[src/rtl/core/flc_pkg.sv]
// ----------------------------------------------------------------------------
// flc_pkg
// Shared constants, codes and types of the linear convolution FIR block.
// ----------------------------------------------------------------------------
package flc_pkg;

  localparam int MAX_TAPS    = 32;
  localparam int SAMPLE_BITS = 16;
  localparam int Y_BITS      = 37;
  localparam int COEF_W      = 5;
  localparam int CFG_W       = 6;

  localparam logic [CFG_W-1:0] NUM_TAPS_RESET = 6'd32;

  localparam logic REQ_LOAD   = 1'b0;
  localparam logic REQ_SAMPLE = 1'b1;

  typedef enum logic [2:0] {
    S_IDLE,
    S_READ,
    S_DRAIN,
    S_PUSH,
    S_SHIFT
  } state_t;

endpackage

[src/rtl/core/flc_in_if.sv]
// ----------------------------------------------------------------------------
// flc_in_if
// Input channel: coefficient loads and samples, valid/ready handshake.
// ----------------------------------------------------------------------------
interface flc_in_if #(
  parameter int SAMPLE_BITS = flc_pkg::SAMPLE_BITS
);
  logic                           valid;
  logic                           ready;
  logic                           req_type;
  logic [flc_pkg::COEF_W-1:0]     coef_index;
  logic signed [SAMPLE_BITS-1:0]  value;
  logic                           last_sample;

  modport source (output valid, req_type, coef_index, value, last_sample, input ready);
  modport sink   (input valid, req_type, coef_index, value, last_sample, output ready);
endinterface

[src/rtl/core/flc_out_if.sv]
// ----------------------------------------------------------------------------
// flc_out_if
// Result channel: convolution outputs, valid/ready handshake.
// ----------------------------------------------------------------------------
interface flc_out_if;
  logic                               valid;
  logic                               ready;
  logic signed [flc_pkg::Y_BITS-1:0]  y;
  logic                               last_out;

  modport source (output valid, y, last_out, input ready);
  modport sink   (input valid, y, last_out, output ready);
endinterface

[src/rtl/core/flc_ram.sv]
// ----------------------------------------------------------------------------
// flc_ram
// Generic single write port, single read port RAM with registered read.
// ----------------------------------------------------------------------------
module flc_ram #(
  parameter int WIDTH = flc_pkg::SAMPLE_BITS,
  parameter int DEPTH = flc_pkg::MAX_TAPS
) (
  input  logic                     clk,
  input  logic                     we,
  input  logic [$clog2(DEPTH)-1:0] waddr,
  input  logic [WIDTH-1:0]         wdata,
  input  logic [$clog2(DEPTH)-1:0] raddr,
  output logic [WIDTH-1:0]         rdata
);

  logic [WIDTH-1:0] mem [DEPTH];

  always_ff @(posedge clk) begin
    if (we) begin
      mem[waddr] <= wdata;
    end
    rdata <= mem[raddr];
  end

endmodule

[src/rtl/core/fir_linear_convolution.sv]
// ----------------------------------------------------------------------------
// fir_linear_convolution
// Streaming FIR filter giving the full linear convolution of a signal.
// ----------------------------------------------------------------------------
// usage:
//   in_ch carries two kinds of transaction. a load (req_type = 0) writes one
//   coefficient into the tap RAM. a sample (req_type = 1)
//   enters the history RAM and gives one result on out_ch; a sample with
//   last_sample set also gives num_taps-1 tail results (zeros shifted in),
//   the final one flagged by last_out, after which the history is cleared.
//   cfg_we/cfg_wdata write num_taps, only while the block is idle; this is a
//   rule for the user, the block itself does not enforce it.
// result sequence:
//   each result writes the history RAM, then passes every tap through the
//   shared multiply-accumulate (one tap RAM and one history RAM read a
//   cycle), then its pipeline registers, and then loads the output register.
// reset:
//   rst_n is synchronous; num_taps returns to 32 and the history reads as
//   zero (per-entry valid bits). coefficients must be loaded before use.
// stall:
//   a result waits in the output register while in_ch is accepted again; the
//   next result is held back until out_ch takes the waiting one.
// ----------------------------------------------------------------------------
module fir_linear_convolution #(
  parameter int MAX_TAPS    = flc_pkg::MAX_TAPS,
  parameter int SAMPLE_BITS = flc_pkg::SAMPLE_BITS
) (
  input  logic                      clk,
  input  logic                      rst_n,
  flc_in_if.sink                    in_ch,
  flc_out_if.source                 out_ch,
  input  logic                      cfg_we,
  input  logic [flc_pkg::CFG_W-1:0] cfg_wdata
);

  localparam int AW     = $clog2(MAX_TAPS);
  localparam int CNT_W  = $clog2(MAX_TAPS + 1);
  localparam int CMP_W  = (CNT_W > flc_pkg::CFG_W) ? CNT_W : flc_pkg::CFG_W;
  localparam int PROD_W = 2 * SAMPLE_BITS;
  localparam int YW     = flc_pkg::Y_BITS;

  flc_pkg::state_t state_r, state_nxt;

  logic [flc_pkg::CFG_W-1:0] num_taps_r;
  logic [AW-1:0]             wp_r, wp_nxt;
  logic [AW-1:0]             rp_r, rp_nxt;
  logic [AW-1:0]             j_r, j_nxt;
  logic [CNT_W-1:0]          taps_r, taps_nxt;
  logic [CNT_W-1:0]          rem_r, rem_nxt;
  logic                      last_r, last_nxt;
  logic [MAX_TAPS-1:0]       hist_vld_r, hist_vld_nxt;

  logic                      out_valid_r, out_valid_nxt;
  logic signed [YW-1:0]      y_r;
  logic                      last_out_r;

  // multiply-accumulate pipeline
  logic                      s1_v_r, s1_first_r, s1_end_r, s1_hv_r;
  logic                      s2_v_r, s2_first_r, s2_end_r;
  logic signed [PROD_W-1:0]  p_r;
  logic signed [YW-1:0]      acc_r;

  logic                      accept, issue, push, j_end;
  logic [AW-1:0]             wp_inc, rp_dec;
  logic [CMP_W-1:0]          nt_ext;
  logic [CNT_W-1:0]          taps_use;

  logic                      tap_we;
  logic [AW-1:0]             tap_waddr;
  logic [SAMPLE_BITS-1:0]    tap_rdata;
  logic                      hist_we;
  logic [AW-1:0]             hist_waddr;
  logic [SAMPLE_BITS-1:0]    hist_wdata;
  logic [SAMPLE_BITS-1:0]    hist_rdata;
  logic signed [SAMPLE_BITS-1:0] tap_s, hist_s;

  flc_ram #(.WIDTH(SAMPLE_BITS), .DEPTH(MAX_TAPS)) u_tap_ram (
    .clk   (clk),
    .we    (tap_we),
    .waddr (tap_waddr),
    .wdata (in_ch.value),
    .raddr (j_r),
    .rdata (tap_rdata)
  );

  flc_ram #(.WIDTH(SAMPLE_BITS), .DEPTH(MAX_TAPS)) u_hist_ram (
    .clk   (clk),
    .we    (hist_we),
    .waddr (hist_waddr),
    .wdata (hist_wdata),
    .raddr (rp_r),
    .rdata (hist_rdata)
  );

  // tap count clamped into 1..MAX_TAPS
  assign nt_ext   = CMP_W'(num_taps_r);
  assign taps_use = (nt_ext == '0) ? CNT_W'(1) :
                    (nt_ext > CMP_W'(MAX_TAPS)) ? CNT_W'(MAX_TAPS) : CNT_W'(nt_ext);

  assign wp_inc = (wp_r == AW'(MAX_TAPS - 1)) ? '0 : wp_r + AW'(1);
  assign rp_dec = (rp_r == '0) ? AW'(MAX_TAPS - 1) : rp_r - AW'(1);
  assign j_end  = (CNT_W'(j_r) == taps_r - CNT_W'(1));

  assign in_ch.ready     = (state_r == flc_pkg::S_IDLE);
  assign accept          = in_ch.valid && in_ch.ready;
  assign out_ch.valid    = out_valid_r;
  assign out_ch.y        = y_r;
  assign out_ch.last_out = last_out_r;
  assign tap_waddr       = AW'(in_ch.coef_index);

  always_comb begin
    state_nxt    = state_r;
    wp_nxt       = wp_r;
    rp_nxt       = rp_r;
    j_nxt        = j_r;
    taps_nxt     = taps_r;
    rem_nxt      = rem_r;
    last_nxt     = last_r;
    hist_vld_nxt = hist_vld_r;
    tap_we       = 1'b0;
    hist_we      = 1'b0;
    hist_waddr   = wp_inc;
    hist_wdata   = '0;
    issue        = 1'b0;
    push         = 1'b0;
    case (state_r)
      flc_pkg::S_IDLE: begin
        if (accept) begin
          if (in_ch.req_type == flc_pkg::REQ_LOAD) begin
            tap_we = (32'(in_ch.coef_index) < MAX_TAPS);
          end else begin
            hist_we              = 1'b1;
            hist_wdata           = in_ch.value;
            hist_vld_nxt[wp_inc] = 1'b1;
            wp_nxt               = wp_inc;
            rp_nxt               = wp_inc;
            j_nxt                = '0;
            taps_nxt             = taps_use;
            rem_nxt              = in_ch.last_sample ? taps_use - CNT_W'(1) : '0;
            last_nxt             = in_ch.last_sample;
            state_nxt            = flc_pkg::S_READ;
          end
        end
      end
      flc_pkg::S_READ: begin
        issue  = 1'b1;
        rp_nxt = rp_dec;
        j_nxt  = j_r + AW'(1);
        if (j_end) begin
          state_nxt = flc_pkg::S_DRAIN;
        end
      end
      flc_pkg::S_DRAIN: begin
        if (s2_v_r && s2_end_r) begin
          state_nxt = flc_pkg::S_PUSH;
        end
      end
      flc_pkg::S_PUSH: begin
        if (!out_valid_r || out_ch.ready) begin
          push = 1'b1;
          if (rem_r != '0) begin
            rem_nxt   = rem_r - CNT_W'(1);
            state_nxt = flc_pkg::S_SHIFT;
          end else begin
            state_nxt = flc_pkg::S_IDLE;
            if (last_r) begin
              hist_vld_nxt = '0;
            end
          end
        end
      end
      flc_pkg::S_SHIFT: begin
        // tail: shift a zero into the history
        hist_we              = 1'b1;
        hist_wdata           = '0;
        hist_vld_nxt[wp_inc] = 1'b1;
        wp_nxt               = wp_inc;
        rp_nxt               = wp_inc;
        j_nxt                = '0;
        state_nxt            = flc_pkg::S_READ;
      end
      default: begin
        state_nxt = flc_pkg::S_IDLE;
      end
    endcase

    if (push) begin
      out_valid_nxt = 1'b1;
    end else if (out_ch.ready) begin
      out_valid_nxt = 1'b0;
    end else begin
      out_valid_nxt = out_valid_r;
    end
  end

  always_ff @(posedge clk) begin
    if (!rst_n) begin
      state_r     <= flc_pkg::S_IDLE;
      num_taps_r  <= flc_pkg::NUM_TAPS_RESET;
      wp_r        <= '0;
      rp_r        <= '0;
      j_r         <= '0;
      taps_r      <= CNT_W'(1);
      rem_r       <= '0;
      last_r      <= 1'b0;
      hist_vld_r  <= '0;
      out_valid_r <= 1'b0;
    end else begin
      state_r     <= state_nxt;
      wp_r        <= wp_nxt;
      rp_r        <= rp_nxt;
      j_r         <= j_nxt;
      taps_r      <= taps_nxt;
      rem_r       <= rem_nxt;
      last_r      <= last_nxt;
      hist_vld_r  <= hist_vld_nxt;
      out_valid_r <= out_valid_nxt;
      if (cfg_we) begin
        num_taps_r <= cfg_wdata;
      end
    end
  end

  always_ff @(posedge clk) begin
    if (push) begin
      y_r        <= acc_r;
      last_out_r <= last_r && (rem_r == '0);
    end
  end

  assign tap_s  = tap_rdata;
  // history entries not yet written since the last clear read as zero
  assign hist_s = s1_hv_r ? hist_rdata : '0;

  always_ff @(posedge clk) begin
    if (!rst_n) begin
      s1_v_r <= 1'b0;
      s2_v_r <= 1'b0;
    end else begin
      s1_v_r <= issue;
      s2_v_r <= s1_v_r;
    end
    s1_first_r <= (j_r == '0);
    s1_end_r   <= j_end;
    s1_hv_r    <= hist_vld_r[rp_r];
    s2_first_r <= s1_first_r;
    s2_end_r   <= s1_end_r;
    p_r        <= tap_s * hist_s;
    if (s2_v_r) begin
      acc_r <= (s2_first_r ? '0 : acc_r) + YW'(p_r);
    end
  end

  a_end_in_drain: assert property (@(posedge clk) disable iff (!rst_n)
    s2_v_r && s2_end_r |-> state_r == flc_pkg::S_DRAIN)
    else $error("last product of a sum arrived outside the drain state");

  a_push_pipe_empty: assert property (@(posedge clk) disable iff (!rst_n)
    state_r == flc_pkg::S_PUSH |-> !s1_v_r && !s2_v_r)
    else $error("result pushed while products still in flight");

  a_tail_only_last: assert property (@(posedge clk) disable iff (!rst_n)
    rem_r != '0 |-> last_r)
    else $error("tail results pending on a sample not marked last");

  a_hist_cleared: assert property (@(posedge clk) disable iff (!rst_n)
    push && last_r && (rem_r == '0) |=> hist_vld_r == '0)
    else $error("history not cleared after the final result of a signal");

endmodule
[src/flat_wrapper.sv]
// flat-port wrapper written by rule: the top's interface ports become plain ports
module fir_linear_convolution_flat 
#(
  parameter int MAX_TAPS    = flc_pkg::MAX_TAPS,
  parameter int SAMPLE_BITS = flc_pkg::SAMPLE_BITS
)
  (clk, rst_n, cfg_we, cfg_wdata, in_ch_valid, in_ch_req_type, in_ch_coef_index, in_ch_value, in_ch_last_sample, in_ch_ready, out_ch_valid, out_ch_y, out_ch_last_out, out_ch_ready);
  flc_in_if #(.SAMPLE_BITS(SAMPLE_BITS)) in_ch_i ();
  flc_out_if out_ch_i ();
  input  logic clk;
  input  logic rst_n;
  input  logic cfg_we;
  input  logic [flc_pkg::CFG_W-1:0] cfg_wdata;
  input wire logic [$bits(in_ch_i.valid)-1:0] in_ch_valid;
  input wire logic [$bits(in_ch_i.req_type)-1:0] in_ch_req_type;
  input wire logic [$bits(in_ch_i.coef_index)-1:0] in_ch_coef_index;
  input wire logic [$bits(in_ch_i.value)-1:0] in_ch_value;
  input wire logic [$bits(in_ch_i.last_sample)-1:0] in_ch_last_sample;
  output wire logic [$bits(in_ch_i.ready)-1:0] in_ch_ready;
  output wire logic [$bits(out_ch_i.valid)-1:0] out_ch_valid;
  output wire logic [$bits(out_ch_i.y)-1:0] out_ch_y;
  output wire logic [$bits(out_ch_i.last_out)-1:0] out_ch_last_out;
  input wire logic [$bits(out_ch_i.ready)-1:0] out_ch_ready;
  assign in_ch_i.valid = in_ch_valid;
  assign in_ch_i.req_type = in_ch_req_type;
  assign in_ch_i.coef_index = in_ch_coef_index;
  assign in_ch_i.value = in_ch_value;
  assign in_ch_i.last_sample = in_ch_last_sample;
  assign in_ch_ready = in_ch_i.ready;
  assign out_ch_valid = out_ch_i.valid;
  assign out_ch_y = out_ch_i.y;
  assign out_ch_last_out = out_ch_i.last_out;
  assign out_ch_i.ready = out_ch_ready;
  fir_linear_convolution #(.MAX_TAPS(MAX_TAPS), .SAMPLE_BITS(SAMPLE_BITS)) u_core (.clk(clk), .rst_n(rst_n), .in_ch(in_ch_i), .out_ch(out_ch_i), .cfg_we(cfg_we), .cfg_wdata(cfg_wdata));
endmodule
[config.mk]
export PLATFORM = sky130hd
export DESIGN_NAME = fir_linear_convolution_flat
export DESIGN_NICKNAME = d
export VERILOG_FILES = /design/src/rtl/core/flc_pkg.sv /design/src/rtl/core/flc_in_if.sv /design/src/rtl/core/flc_out_if.sv /design/src/rtl/core/flc_ram.sv /design/src/rtl/core/fir_linear_convolution.sv /design/src/flat_wrapper.sv
export SDC_FILE = /design/constraint.sdc
export NUM_CORES = 2
export LEC_CHECK = 0
export BUFFER_PORTS_ARGS = -buffer_cell sky130_fd_sc_hd__buf_2
export CORE_UTILIZATION = 34
export DETAILED_ROUTE_END_ITERATION = 16
export GPL_TIMING_DRIVEN = 1
export SLEW_MARGIN = 20
export SYNTH_ARGS = -nofsm -noshare
export SYNTH_HDL_FRONTEND = slang
export SYNTH_SLANG_ARGS = --single-unit
[constraint.sdc]
create_clock -name clk -period 8.5 [get_ports clk]
set_input_delay 1.7 -clock clk [delete_from_list [all_inputs] [get_ports clk]]
set_output_delay 1.7 -clock clk [all_outputs]
set_load 0.005 [all_outputs]
* Word level (Yosys, flattened, before mapping)
Memories as Yosys holds them, arrays and structs flattened. A register that Yosys moved wholly into a read port is not among the register bits.
Index checks and enable logic that the tools add are counted.
** Word-level totals
- Output and inout bits :: 40
- Register bits after elaboration :: 184
- Bits in writable memories :: 1024
- Memories :: 2
- Logic and storage cells :: 127
** Cells by class
- Multipliers :: 1
- Equality and inequality tests :: 14
- Reduce and logical (&&, ||, !) cells :: 23
- Mux-type cells :: 54
- Order comparisons :: 4
- Add/subtract/negate cells :: 7
- Bitwise gates (word level) :: 1
** Memories
- u_core.u_hist_ram.mem :: words 32, width 16, read ports 1, clocked after Yosys merged registers in 1, wr ports 1, RTL line flc_ram.sv:17 : logic [WIDTH-1:0] mem [DEPTH];
- u_core.u_tap_ram.mem :: words 32, width 16, read ports 1, clocked after Yosys merged registers in 1, wr ports 1, RTL line flc_ram.sv:17
** Operators with widths (number)
- 2-to-1 mux 32 bit :: 5
- case mux 32 bit (3 select lines) :: 1
- 2-to-1 mux 16 bit :: 4
- 2-to-1 mux 6 bit :: 7
- adder 37 bit :: 1
- 2-to-1 mux 37 bit :: 1
- multiplier 16 x 16 -> 32 bit :: 1
- bitwise OR 32 bit :: 1
- 2-to-1 mux 5 bit :: 6
- case mux 5 bit (3 select lines) :: 2
- 2-to-1 mux 3 bit :: 6
- subtractor 6 x 1 -> 6 bit, second input constant :: 3
- 2-to-1 mux 1 bit :: 16
- case mux 3 bit (5 select lines) :: 1
- logical NOT 6 bit :: 2
- < comparator 5 x 6 -> 1 bit, second input constant :: 2
- case mux 6 bit (2 select lines) :: 1
- adder 5 x 1 -> 5 bit, second input constant :: 2
- logical NOT 5 bit :: 2
- != test 2 x 1 -> 1 bit, second input constant :: 5
- case mux 5 bit (2 select lines) :: 1
- AND reduction 5 bit :: 2
- AND reduction 3 bit :: 3
- equality test 3 x 2 -> 1 bit, second input constant :: 2
- 19 further kinds :: 27

* Longest topological paths before layout
- Depth in word-level cells :: 10
- Mapped depth :: 26
- Mapped depth without buffers :: 25

* Cells and area by module
Synthesis repeated with hierarchy kept, for this count alone.
** Unflattened totals
- Cell total of the unflattened synthesis :: 4272
- Area, all modules :: 60013.8 um2
** Modules (own cells, without submodules)
- flc_ram (u_core.u_tap_ram) :: area an instance 20535.9 um2, seq. area each 15695.1 um2, cells an instance 1143, times used 1
- flc_ram (u_core.u_hist_ram) :: area an instance 20534.7 um2, seq. area each 15695.1 um2, cells an instance 1143, times used 1
- fir_linear_convolution :: area an instance 18943.2 um2, seq. area each 4434.3 um2, cells an instance 1986, times used 1

* Worst setup path before layout
No wires, ideal clock.
- Kind :: reg-to-reg
- Start point :: register u_core.s1_hv_r
- End point :: register u_core.p_r[29]
- Cell stages (with the launch flop) :: 23
- Setup time :: 0.072 ns
- Data arrival time :: 6.077 ns
- Path slack :: 2.351 ns
- Path through :: dfxtp_1 clkbuf_1 clkbuf_1 nand3_1 fa_1 inv_1 fa_1 inv_1 fa_1 fa_1 fa_1 fa_1 inv_1 ha_1 a21o_1 a21oi_1 nor2b_1 o21ai_0 nand2b_1 a21o_1 a21o_1 a211oi_1 xnor2_1
** On the way
- Longest elaborated chain between the ends :: 2
** Ends and longest elaborated chain
- start, declared :: RTL line fir_linear_convolution.sv:58 : logic s1_v_r, s1_first_r, s1_end_r, s1_hv_r;
- start signal, assigned :: RTL line fir_linear_convolution.sv:245 : s1_hv_r <= hist_vld_r[rp_r];
- 2-to-1 mux 16 bit :: RTL line fir_linear_convolution.sv:233 : assign hist_s = s1_hv_r ? hist_rdata : '0;
- multiplier 16 x 16 -> 32 bit :: RTL line fir_linear_convolution.sv:248 : p_r <= tap_s * hist_s;
- end signal, assigned :: RTL line fir_linear_convolution.sv:248
- end, declared :: RTL line fir_linear_convolution.sv:60 : logic signed [PROD_W-1:0] p_r;
Every way passes these cells.
A chain may end at the register's enable or synchronous reset.

* Worst setup path after layout
- Start point :: register u_core.s1_hv_r
- End point :: register u_core.p_r[30]
Same word-level chain as after synthesis.

==> results.md <==
- Run status: complete, no violations
- TritonCTS clock tree: built
- Area Overhead vs Synth: 13.2%
- Initial Util: 0.343
- Die X: 416 um
- Worst path depth: 22
- H-tree levels: 4
- Critical Path Start Type: register
- CP Buf/Inv Count: 5
- CP required: 9.15 ns
- R2r endpoint: u_core.p_r[30]
- DR WL/cell: 22.4 um
- Post-layout util: 0.389
- Hold Path Class: register to register
- Share of cells above drive strength 1: 0.211
- # hold bufs at CTS: 0
- Max Clock Skew: 0.0506 ns
- Port Buffers: 73
- Vias in the first global route: 31700
- First-pass GRT wire length: 202000 um
- ANT nets after route: 0
- Synth Register Bits: 1240
- Final period util: 0.828
- Ys Warns: 0
- DPL Wire Length: 85400 um
- Final setup viols: 0
- Max Fclk: 142 MHz
- RSZ-0062 raised after global routing: false
- Max Slew Vio Count: 0
- Synth Area in Compound Gates: 0.0293
- Slew HR: 0.290
- # fillers: 15400
- Post-cts gate resize count: 0
- Mapped Nets: 3972
- Initial antenna violation count: 11
- Slew @ Worst Pin: 1.07 ns
- Setup TNS: 0 ns
- Final Critical Period: 7.04 ns
- Number of buffers created by CTS: 132
- Gpl congestion: 0.838
- Reg2Reg Depth: 22
- Longest Clk Path Bufs: 3
- Critical Path Max Stage Delay: 0.81 ns
- Reg2reg setup slack: 1.46 ns
- Final Net Count: 4108
- Setup crit end: u_core.p_r[30]
- Avg Cell Area, Syn: 16.4 sq um
- Crit path DAT: 7.69 ns
- Worst-path cell chain: and2_1 > nand2_1 > fa_1 > inv_1 > fa_1 > inv_1 > fa_1 > inv_1 > fa_1 > fa_1 > inv_1 > fa_1 > inv_1 > ha_1 > a211o_1 > a21oi_1 > nand3b_1 > o21ai_0 > a21oi_1 > o21ai_0 > a21oi_1 > o311ai_0
- VDD IR max: 0.222 mV
- Vias: 30400
- Post-Synth Adder-Cell Area: 0.117
- Final wirelength: 135000 um
- CTS Sinks: 1240
- Netlist cell types: 69
- Post-route worst setup slack: 1.46 ns
- Routed vias/inst: 5.06
- Crit Path Category: register to register
- Largest net degree at the start of global routing: 96
- DRC violations left: 0
- Area occupied by multi-input gates: 0.0208 sq mm
- DRT Pass-1 Iters: 5
- Sequential area share after synthesis: 0.614
- Register area: 0.0358 sq mm
- DRT iter0 DRCs: 2590
- Synthesized area: 0.0583 sq mm
- Die H: 416 um
- Crit-path max FO: 95
- All-Layer GR Usage: 0.156
- CP most frequent cell: fa_1
- Critical Path Start: u_core.s1_hv_r
- Leak: 23.6 nW
- Critical R2R Launch: u_core.s1_hv_r
- Max Cap Viol: 0
- Insertion delay to the later sink of the worst-skew pair: 0.79 ns
- Area share of and/or/nand/nor cells after synthesis: 0.0593
- Synth Area in XOR/XNOR: 0.0114
- Core Rows: 151
- Critical path's top delay family: adder cells
- CORE AREA: 0.170 sq mm
- GRT overflow: 0
- Power per cell area: 244 mW/mm^2
- Largest family of logic cells by synthesized area: multiplexers
- Crit end category: register
- Root Buffer Master: clkbuf_16
- Fraction of registers with async set/reset: 0
- Critical-path top delay cell: dfxtp_4
- Pre-CTS WS: 1.53 ns
- Synth Instances: 3548
- Fin. Hold Viols: 0
- Die footprint: 0.173 sq mm
- Post CTS Setup Buffer Count: 0
- Clock transition at path regs: 0.06 ns
- I/O Pins: 74
- EDFF count, synth: 1099
- Mux share of post-synthesis cell area: 0.136
- Main synth FF type: edfxtp_1
-- sequential cells by signal, summed over array words and instances (netlist names), 3 cells and up --
signal / flops
u_core.out_ch.y: 37
u_core.wp_r: 5
u_core.hist_vld_r: 32
u_core.nt_ext: 6
u_core.p_r: 32
u_core.rp_r: 5
u_core.u_hist_ram.mem: 512
u_core.u_tap_ram.rdata: 16
u_core.rem_r: 6
u_core.j_r: 5
u_core.taps_r: 6
u_core.state_r: 3
u_core.acc_r: 37
u_core.u_tap_ram.mem: 512
u_core.u_hist_ram.rdata: 16
-- cell families (layout without fill, tap and decap cells) --
group / Yosys count / count (layout)
XOR/XNOR: 76 / 76
AND/OR/NAND/NOR: 703 / 703
adder cells (fa/ha/maj): 390 / 390
AO/OA/AOI/OAI: 271 / 271
buffers and inverters: 490 / 727
multiplexers: 378 / 378
other: 0 / 2
flip-flops: 1240 / 1240
-- layout by cell type, fill, tap and decap left out, drive strengths merged, types with 25 or more instances in the layout --
master / n
edfxtp: 1099
inv: 331
mux4: 330
fa: 263
nand2: 183
nor2: 183
clkbuf: 166
buf: 165
dfxtp: 141
ha: 127
and3: 127
a21oi: 110
clkinv: 56
xnor2: 54
nor2b: 51
o21ai: 44
nand3: 38
a21o: 35
mux2: 34
and2: 31
nor3: 25
-- per-layer routing --
metal	track usage	wire length, um	up-vias
li1	-	-	13500
met1	0.211	58300	15900
met2	0.256	65900	839
met3	0.0286	7560	189
met4	0.0431	2820	8
met5	0	44	-
-- cell usage after synthesis (34+ instances only) --
cell / number / share of area
a21o_1: 35 / 0.0045
a21oi_1: 109 / 0.0094
and3_1: 126 / 0.014
clkbuf_1: 125 / 0.0080
dfxtp_1: 141 / 0.048
edfxtp_1: 1099 / 0.57
fa_1: 263 / 0.090
ha_1: 127 / 0.027
inv_1: 326 / 0.021
mux2_2: 34 / 0.0066
mux4_2: 330 / 0.13
nand2_1: 183 / 0.012
nand3_1: 37 / 0.0032
nor2_1: 183 / 0.012
nor2b_1: 51 / 0.0055
o21ai_0: 42 / 0.0036
xnor2_1: 54 / 0.0081
-- worst register-to-register path, cell delays in order, from the launching register on --
cell	delay [ns]
dfxtp_4	0.81
and2_1	0.60
nand2_1	0.16
fa_1	0.58
inv_1	0.06
fa_1	0.40
inv_1	0.08
fa_1	0.40
inv_1	0.10
fa_1	0.40
fa_1	0.49
inv_1	0.05
fa_1	0.47
inv_1	0.04
ha_1	0.34
a211o_1	0.32
a21oi_1	0.20
nand3b_1	0.15
o21ai_0	0.33
a21oi_1	0.18
o21ai_0	0.29
a21oi_1	0.16
o311ai_0	0.31
-- worst min-delay path by stage --
| stage | from | end | slack [ns] | depth (start not counted) |
|---|---|---|---|---|
| global placement | u_core.s1_first_r | u_core.s2_first_r | 0.31 | 0 |
| detailed placement | u_core.s1_end_r | u_core.s2_end_r | 0.32 | 0 |
| floorplan | u_core.s1_end_r | u_core.s2_end_r | 0.31 | 0 |
| global route | u_core.s1_end_r | u_core.s2_end_r | 0.33 | 0 |
| finish | u_core.s1_end_r | u_core.s2_end_r | 0.33 | 0 |
| CTS | u_core.s1_end_r | u_core.s2_end_r | 0.33 | 0 |
-- through the flow --
stage | total power [mW] | instances | area, sq um | hold slack, ns
after floorplan | 9.60 | 3548 | 58300 | 0.310
after global placement | 10.6 | 5767 | 61700 | 0.312
after detailed placement | 10.6 | 5767 | 61700 | 0.316
after global routing | 16.8 | 6004 | 66000 | 0.332
after CTS | 16.3 | 6002 | 66000 | 0.330
final | 16.1 | 6005 | 66000 | 0.328
-- area by class of cell --
type / count / area share
clock inverter: 69 / 0.0118
antenna: 2 / 0.0000758
multi-input combinational: 1818 / 0.314
sequential: 1240 / 0.543
timing repair buffer: 165 / 0.0163
clock buffer: 166 / 0.0538
tap: 2218 / 0.0420
inverter: 327 / 0.0186
-- power breakdown --
part | internal [mW] | switching, mW | leakage [nW] | total [mW]
clock | 3.18 | 2.48 | 2.08 | 5.65
combinational | 1.44 | 1.70 | 10.3 | 3.14
sequential | 6.91 | 0.404 | 11.2 | 7.31
total | 11.5 | 4.58 | 23.6 | 16.1
(Power assumes the default switching activity.)
